File: src/rtl/core/tppt_pkg.sv
package tppt_pkg;

    localparam logic [1:0] FAM_NONE = 2'd0;
    localparam logic [1:0] FAM_V4   = 2'd1;
    localparam logic [1:0] FAM_V6   = 2'd2;

    localparam logic [7:0] V4_BITS = 8'd32;
    localparam logic [7:0] V6_BITS = 8'd128;

    localparam int QUEUE_DEPTH = 2;

    typedef enum logic [1:0] {
        FUNC_CLEAR     = 2'd0,
        FUNC_ADD       = 2'd1,
        FUNC_MATCH     = 2'd2,
        FUNC_EFFECTIVE = 2'd3
    } func_t;

    typedef enum logic {
        BK_IDLE,
        BK_EVAL
    } back_state_t;

    typedef struct packed {
        logic [1:0]  func;
        logic [1:0]  addr_family;
        logic [63:0] addr_hi;
        logic [63:0] addr_lo;
        logic [7:0]  pfx_len;
        logic [1:0]  fwd_family;
        logic [63:0] fwd_hi;
        logic [63:0] fwd_lo;
    } tppt_in_t;

    typedef struct packed {
        logic        ok;
        logic [1:0]  out_family;
        logic [63:0] out_hi;
        logic [63:0] out_lo;
    } tppt_out_t;

    // Request after classification: families folded, IPv4 values cut to 32 bits,
    // and the prefix length turned into a bit mask.
    typedef struct packed {
        func_t       func;
        logic [1:0]  fam;
        logic [63:0] hi;
        logic [63:0] lo;
        logic [1:0]  ffam;
        logic [63:0] fhi;
        logic [63:0] flo;
        logic [63:0] mask_hi;
        logic [63:0] mask_lo;
        logic        add_legal;
    } tppt_op_t;

endpackage

File: src/rtl/core/tppt_front.sv
module tppt_front
    import tppt_pkg::*;
(
    input  logic     s_valid,
    output logic     s_ready,
    input  tppt_in_t s_data,
    output logic     push_valid,
    input  logic     push_ready,
    output tppt_op_t push_data
);

    logic [31:0]  v4_mask;
    logic [127:0] v6_mask;

    assign v4_mask = ~(32'hFFFF_FFFF >> s_data.pfx_len);
    assign v6_mask = ~({128{1'b1}} >> s_data.pfx_len);

    assign s_ready    = push_ready;
    assign push_valid = s_valid;

    always_comb begin
        push_data           = '0;
        push_data.func      = func_t'(s_data.func);
        push_data.fam       = FAM_NONE;
        push_data.hi        = s_data.addr_hi;
        push_data.lo        = s_data.addr_lo;
        push_data.add_legal = 1'b0;
        case (s_data.addr_family)
            FAM_V4: begin
                push_data.fam       = FAM_V4;
                push_data.hi        = '0;
                push_data.lo        = {32'b0, s_data.addr_lo[31:0]};
                push_data.mask_hi   = '0;
                push_data.mask_lo   = {32'b0, v4_mask};
                push_data.add_legal = (s_data.pfx_len <= V4_BITS);
            end
            FAM_V6: begin
                push_data.fam       = FAM_V6;
                push_data.mask_hi   = v6_mask[127:64];
                push_data.mask_lo   = v6_mask[63:0];
                push_data.add_legal = (s_data.pfx_len <= V6_BITS);
            end
            default: begin
                push_data.fam = FAM_NONE;
            end
        endcase
        push_data.ffam = FAM_NONE;
        push_data.fhi  = s_data.fwd_hi;
        push_data.flo  = s_data.fwd_lo;
        case (s_data.fwd_family)
            FAM_V4: begin
                push_data.ffam = FAM_V4;
                push_data.fhi  = '0;
                push_data.flo  = {32'b0, s_data.fwd_lo[31:0]};
            end
            FAM_V6: begin
                push_data.ffam = FAM_V6;
            end
            default: begin
                push_data.ffam = FAM_NONE;
            end
        endcase
    end

endmodule

File: src/rtl/core/tppt_queue.sv
module tppt_queue
    import tppt_pkg::*;
(
    input  logic     aclk,
    input  logic     aresetn,
    input  logic     push_valid,
    output logic     push_ready,
    input  tppt_op_t push_data,
    output logic     pop_valid,
    input  logic     pop_ready,
    output tppt_op_t pop_data
);

    localparam int PTR_W = (QUEUE_DEPTH > 1) ? $clog2(QUEUE_DEPTH) : 1;
    localparam int CNT_W = $clog2(QUEUE_DEPTH + 1);

    tppt_op_t           slot_reg [QUEUE_DEPTH];
    logic [PTR_W-1:0]   wr_ptr_reg;
    logic [PTR_W-1:0]   wr_ptr_next;
    logic [PTR_W-1:0]   rd_ptr_reg;
    logic [PTR_W-1:0]   rd_ptr_next;
    logic [CNT_W-1:0]   count_reg;
    logic [CNT_W-1:0]   count_next;
    logic               do_push;
    logic               do_pop;

    assign push_ready = (count_reg != CNT_W'(QUEUE_DEPTH));
    assign pop_valid  = (count_reg != '0);
    assign pop_data   = slot_reg[rd_ptr_reg];
    assign do_push    = push_valid && push_ready;
    assign do_pop     = pop_valid && pop_ready;

    always_comb begin
        wr_ptr_next = wr_ptr_reg;
        rd_ptr_next = rd_ptr_reg;
        count_next  = count_reg;
        if (do_push) begin
            wr_ptr_next = (wr_ptr_reg == PTR_W'(QUEUE_DEPTH - 1)) ? '0 : wr_ptr_reg + 1'b1;
        end
        if (do_pop) begin
            rd_ptr_next = (rd_ptr_reg == PTR_W'(QUEUE_DEPTH - 1)) ? '0 : rd_ptr_reg + 1'b1;
        end
        if (do_push && !do_pop) begin
            count_next = count_reg + 1'b1;
        end else if (do_pop && !do_push) begin
            count_next = count_reg - 1'b1;
        end
    end

    always_ff @(posedge aclk) begin
        if (!aresetn) begin
            wr_ptr_reg <= '0;
            rd_ptr_reg <= '0;
            count_reg  <= '0;
        end else begin
            wr_ptr_reg <= wr_ptr_next;
            rd_ptr_reg <= rd_ptr_next;
            count_reg  <= count_next;
        end
    end

    always_ff @(posedge aclk) begin
        if (do_push) begin
            slot_reg[wr_ptr_reg] <= push_data;
        end
    end

endmodule

File: src/rtl/core/tppt_back.sv
module tppt_back
    import tppt_pkg::*;
#(
    parameter int RULES = 8
) (
    input  logic      aclk,
    input  logic      aresetn,
    input  logic      pop_valid,
    output logic      pop_ready,
    input  tppt_op_t  pop_data,
    output logic      m_valid,
    input  logic      m_ready,
    output tppt_out_t m_data
);

    localparam int CNT_W = $clog2(RULES + 1);
    localparam int IDX_W = (RULES > 1) ? $clog2(RULES) : 1;

    back_state_t      state_reg;
    back_state_t      state_next;

    logic [1:0]       rule_fam_reg     [RULES];
    logic [63:0]      rule_net_hi_reg  [RULES];
    logic [63:0]      rule_net_lo_reg  [RULES];
    logic [63:0]      rule_mask_hi_reg [RULES];
    logic [63:0]      rule_mask_lo_reg [RULES];
    logic [CNT_W-1:0] count_reg;
    logic [CNT_W-1:0] count_next;

    tppt_op_t         work_reg;
    logic [RULES-1:0] hit_reg;
    logic [RULES-1:0] hit_next;
    logic             out_valid_reg;
    logic             out_valid_next;
    tppt_out_t        out_data_reg;
    tppt_out_t        result;

    logic             load_work;
    logic             finish;
    logic             matched;
    logic             table_full;
    logic             do_add;
    logic [IDX_W-1:0] wr_idx;

    always_comb begin
        for (int i = 0; i < RULES; i++) begin
            hit_next[i] = (count_reg > CNT_W'(i))
                && (rule_fam_reg[i] == pop_data.fam)
                && (((pop_data.hi ^ rule_net_hi_reg[i]) & rule_mask_hi_reg[i]) == '0)
                && (((pop_data.lo ^ rule_net_lo_reg[i]) & rule_mask_lo_reg[i]) == '0);
        end
    end

    always_comb begin
        state_next = state_reg;
        case (state_reg)
            BK_IDLE: begin
                if (pop_valid) begin
                    state_next = BK_EVAL;
                end
            end
            BK_EVAL: begin
                if (!out_valid_reg || m_ready) begin
                    state_next = BK_IDLE;
                end
            end
            default: begin
                state_next = BK_IDLE;
            end
        endcase
    end

    always_comb begin
        pop_ready = 1'b0;
        finish    = 1'b0;
        case (state_reg)
            BK_IDLE: begin
                pop_ready = 1'b1;
            end
            BK_EVAL: begin
                finish = !out_valid_reg || m_ready;
            end
            default: begin
                pop_ready = 1'b0;
            end
        endcase
    end

    assign load_work  = pop_valid && pop_ready;
    assign matched    = |hit_reg;
    assign table_full = (count_reg == CNT_W'(RULES));
    assign wr_idx     = count_reg[IDX_W-1:0];

    always_comb begin
        result     = '0;
        do_add     = 1'b0;
        count_next = count_reg;
        case (work_reg.func)
            FUNC_CLEAR: begin
                count_next = '0;
            end
            FUNC_ADD: begin
                do_add    = work_reg.add_legal && !table_full;
                result.ok = do_add;
                if (do_add) begin
                    count_next = count_reg + 1'b1;
                end
            end
            FUNC_MATCH: begin
                result.ok = matched;
            end
            FUNC_EFFECTIVE: begin
                if (work_reg.fam != FAM_NONE) begin
                    if (matched && (work_reg.ffam != FAM_NONE)
                            && ((work_reg.fhi | work_reg.flo) != '0)) begin
                        result.ok         = 1'b1;
                        result.out_family = work_reg.ffam;
                        result.out_hi     = work_reg.fhi;
                        result.out_lo     = work_reg.flo;
                    end else begin
                        result.out_family = work_reg.fam;
                        result.out_hi     = work_reg.hi;
                        result.out_lo     = work_reg.lo;
                    end
                end
            end
            default: begin
                result = '0;
            end
        endcase
    end

    always_comb begin
        out_valid_next = out_valid_reg;
        if (finish) begin
            out_valid_next = 1'b1;
        end else if (m_ready) begin
            out_valid_next = 1'b0;
        end
    end

    always_ff @(posedge aclk) begin
        if (!aresetn) begin
            state_reg     <= BK_IDLE;
            count_reg     <= '0;
            out_valid_reg <= 1'b0;
        end else begin
            state_reg     <= state_next;
            out_valid_reg <= out_valid_next;
            if (finish) begin
                count_reg <= count_next;
            end
        end
    end

    always_ff @(posedge aclk) begin
        if (load_work) begin
            work_reg <= pop_data;
            hit_reg  <= hit_next;
        end
        if (finish) begin
            out_data_reg <= result;
        end
        if (finish && do_add) begin
            rule_fam_reg[wr_idx]     <= work_reg.fam;
            rule_net_hi_reg[wr_idx]  <= work_reg.hi;
            rule_net_lo_reg[wr_idx]  <= work_reg.lo;
            rule_mask_hi_reg[wr_idx] <= work_reg.mask_hi;
            rule_mask_lo_reg[wr_idx] <= work_reg.mask_lo;
        end
    end

    assign m_valid = out_valid_reg;
    assign m_data  = out_data_reg;

endmodule

File: src/rtl/core/trusted_proxy_prefix_table.sv
// Trusted-proxy prefix table. Each request on the s_ channel carries one of four
// functions: clear the table, add a prefix rule, match a peer address, or pick the
// effective client address. Every request yields exactly one response on the m_
// channel, in request order, carrying ok and the effective address fields.
// The front stage folds families and turns the prefix length into a bit mask,
// then writes the request into a two-entry queue. The back stage pops a request,
// compares it against all stored rules in parallel and registers the hit vector,
// then in its BK_EVAL state forms the response and commits any table update.
// A request passes the queue slot, the back stage's work and hit registers and
// the output register. The back stage takes a new request only after it has
// committed the last, so its compare-then-commit sequence keeps a request from
// seeing a stale table. When the receiver stalls, the response waits in the output
// register, the back stage holds the next request with its compare done, and the
// queue goes on taking up to two more requests before s_ready drops. Reset empties
// the table and the queue and clears the pending response; it takes effect in the
// cycle after aresetn is sampled low.
module trusted_proxy_prefix_table
    import tppt_pkg::*;
#(
    parameter int RULES = 8
) (
    input  logic      aclk,
    input  logic      aresetn,
    input  logic      s_valid,
    output logic      s_ready,
    input  tppt_in_t  s_data,
    output logic      m_valid,
    input  logic      m_ready,
    output tppt_out_t m_data
);

    logic     push_valid;
    logic     push_ready;
    tppt_op_t push_data;
    logic     pop_valid;
    logic     pop_ready;
    tppt_op_t pop_data;

    tppt_front u_front (
        .s_valid    (s_valid),
        .s_ready    (s_ready),
        .s_data     (s_data),
        .push_valid (push_valid),
        .push_ready (push_ready),
        .push_data  (push_data)
    );

    tppt_queue u_queue (
        .aclk       (aclk),
        .aresetn    (aresetn),
        .push_valid (push_valid),
        .push_ready (push_ready),
        .push_data  (push_data),
        .pop_valid  (pop_valid),
        .pop_ready  (pop_ready),
        .pop_data   (pop_data)
    );

    tppt_back #(
        .RULES (RULES)
    ) u_back (
        .aclk      (aclk),
        .aresetn   (aresetn),
        .pop_valid (pop_valid),
        .pop_ready (pop_ready),
        .pop_data  (pop_data),
        .m_valid   (m_valid),
        .m_ready   (m_ready),
        .m_data    (m_data)
    );

endmodule
File: config.mk
export PLATFORM = sky130hd
export DESIGN_NAME = trusted_proxy_prefix_table
export DESIGN_NICKNAME = d
export VERILOG_FILES = /design/src/rtl/core/tppt_pkg.sv /design/src/rtl/core/tppt_front.sv /design/src/rtl/core/tppt_queue.sv /design/src/rtl/core/tppt_back.sv /design/src/rtl/core/trusted_proxy_prefix_table.sv
export SDC_FILE = /design/constraint.sdc
export NUM_CORES = 2
export LEC_CHECK = 0
export ABC_AREA = 1
export BUFFER_PORTS_ARGS = -buffer_cell sky130_fd_sc_hd__buf_2
export CAP_MARGIN = 40
export CELL_PAD_IN_SITES_DETAIL_PLACEMENT = 2
export CELL_PAD_IN_SITES_GLOBAL_PLACEMENT = 2
export CORE_ASPECT_RATIO = 0.6
export CORE_UTILIZATION = 40
export CTS_CLUSTER_DIAMETER = 150
export DETAILED_ROUTE_END_ITERATION = 16
export PLACE_DENSITY_LB_ADDON = 0.1
export SYNTH_ARGS = -nofsm -noshare
export SYNTH_HDL_FRONTEND = slang
export SYNTH_SLANG_ARGS = --single-unit
File: constraint.sdc
create_clock -name aclk -period 21.1 [get_ports aclk]
set_input_delay 1.055 -clock aclk [delete_from_list [all_inputs] [get_ports aclk]]
set_output_delay 1.055 -clock aclk [all_outputs]
set_load 0.005 [all_outputs]
==> run metrics <==
final setup fails=0; Resized Gates After CTS=0; WP data arrival=6.51 ns; share of layout cells above drive strength 1=12.0%; syn_area_per_cell=12.8 um2; Post-CTS Setup Bufs=0; Peak VDD IR=0.0000757 V; DR vias/cell=5.68; Die Wd=749 um; GP Congestion=0.922; Worst Max-Slew Pin Slew=1.30 ns; Die ar.=337000 um2; Final nets=11400; number of max-cap violations=0; remaining global-route overflow=0; Hold-fix buffers, CTS=0; CTS clock-pin slew for the worst setup and hold paths=0.07 ns; Total Wirelength=533000 um; vias in the first global route=92300; CTS tree=done; clock skew=0.0308 ns; initial antenna violation count=110; synth cell count leaders=edfxtp_1, nand2_1, nand3_1, nor2_1, inv_1; CTS sink cnt=3387; area leader, netlist=edfxtp_1; core box area=333000 um2; worst hold path type=input port to register; Async SR Flop Fraction=0%; Post-synth EDFFs=3376; synthesized flop and latch total=3387; distinct cell type count after synthesis=41; max frequency=0.174 GHz; Initial Util=40.2%; # IOs=407; Synth top area share=75.7%; clk_lat worst skew=0.92 ns; site row count=164; remaining antenna violation count after routing=0; fin crit share=27.2%; Synthesis Warnings=0; top_reg_cell synth=edfxtp_1; Crit path top cell by count=nand2_1; status=finished, final reports clean; largest net degree at the start of global routing=125; Die Y=450 um; wire length per cell=33.6 um; max reg flops=782; Cell Pwr Density=142 nW/um2; max-slew violations=0; Hold Violations, Final=0; sequential share of the synthesized area=75.9%; Cells after Synth=10400; global-route wire length before repair=731000 um; hpwl dp=381000 um; CTS max path bufs=4; RSZ-0062 raised after global routing=no; Vias=90100; Post-Route Setup TNS=0 ns; Crit. End Element=register; top cells by area, synth=edfxtp_1, nand2_1, nand3_1; H-tree lvl count=5; Slew HR=13.4%; syn_nets=10700; Root Buffer=clkbuf_16; Critical Path Start Type=register; initial DRC count=11600; Slowest cell on crit path=nor2_1; Worst Setup Path Type=register to register; Synth Cell Area=134000 um2; critical path cell sequence=inv_16, buf_4, buf_4, nand2_1, nand2_1, a21boi_0, o21ai_0, nand2_1, nor2_1, nand2_1, nor2_1, nand3_1, nor2_1; Leak Pwr=56.3 nW; CP Data Required Time=21.87 ns; TritonRoute pass-1 iters=6; minimum clock period=5.75 ns; number of remaining DRC errors=0; worst hold slack=0.327 ns; CP max FO=78; Port-buffer cells=406; Tot GR Track Use=30.9%; area grow syn2layout=14.4%; CTS Buf Count=330; count leader, synth=edfxtp_1; Critical Path Max Stage Delay=0.72 ns
==> layer usage <==
layer	vias up	track usage, %	routed length, um
met5	-	0	79
met3	546	6.38	49100
met4	12	6.37	11600
met1	48000	47.1	241000
li1	38000	-	-
met2	3626	45.8	231000
==> placed cells by master (no fill, tap or decap), types with 134 or more instances in the layout <==
cell and n:
inv_1 551, nand2_2 141, edfxtp_1 3376, buf_4 134, nand3b_1 515, nor2_1 974
clkbuf_16 343, nand2_1 2747, buf_2 407, o21ai_0 181, nand3_1 1077
==> report_power, final <==
part | internal [mW] | total, mW | switching (mW)
Sequential | 9.19 | 10.5 | 1.28
Clock | 3.15 | 5.79 | 2.65
Combinational | 1.18 | 5.45 | 4.27
Total | 13.5 | 21.7 | 8.19
==> kinds of logic (layout without fill, tap and decap cells) <==
kind of cell	count (synthesis)	count (layout)	synth area share, %
AOI/OAI and AO/OA	415	415	1.82
xor gates and xnor gates	26	26	0.170
adders and majority gates	8	8	0.0748
buffers and inverters	821	1745	2.55
DFF	3387	3387	75.9
other	0	22	0
and+or+nand+nor	5766	5766	19.5
==> path summary, 6_finish.rpt <==
check                           from                  endpoint  slack (ns)  depth (start not counted)
setup / recovery            register         u_back.hit_reg[5]       15.35                         13
hold / removal             s_data[1]  u_queue.slot_reg[0][130]        0.33                          1
setup reg to reg            register         u_back.hit_reg[5]       15.35                         13
hold reg to reg   u_queue.rd_ptr_reg        u_queue.rd_ptr_reg        0.51                          1
==> critical path, delay by kind of cell, from the launching register on <==
| family | cells | cell delay (ns) |
|---|---|---|
| AND/OR/NAND/NOR | 8 | 2.87 |
| buffers and inverters | 3 | 1.55 |
| flip-flops | 1 | 0.55 |
| AO/OA/AOI/OAI | 2 | 0.41 |
==> layout make-up <==
| cell class | count | area, um2 |
|---|---|---|
| diodes | 22 | 55.1 |
| clock buffers | 427 | 8920 |
| clock inverters | 148 | 1060 |
| fillers | 32900 | 180000 |
| inverters | 556 | 2110 |
| multi-input cells | 6215 | 29000 |
| flip-flops and latches | 3387 | 102000 |
| well taps | 4482 | 5610 |
| repair buffers | 614 | 4710 |
==> stage by stage <==
step	power [mW]	area, um2	setup slack [ns]	std cells	utilization (%)
after floorplan	12.7	134000	1.08	10400	-
after global placement	15.4	142000	15.60	15200	42.5
after detailed placement	15.9	143000	15.64	15300	43.0
after CTS	21.7	153000	15.53	15800	46.0
after global routing	22.4	153000	15.33	15800	46.0
final	21.7	153000	15.35	15900	46.0
(Power assumes the default switching activity.)
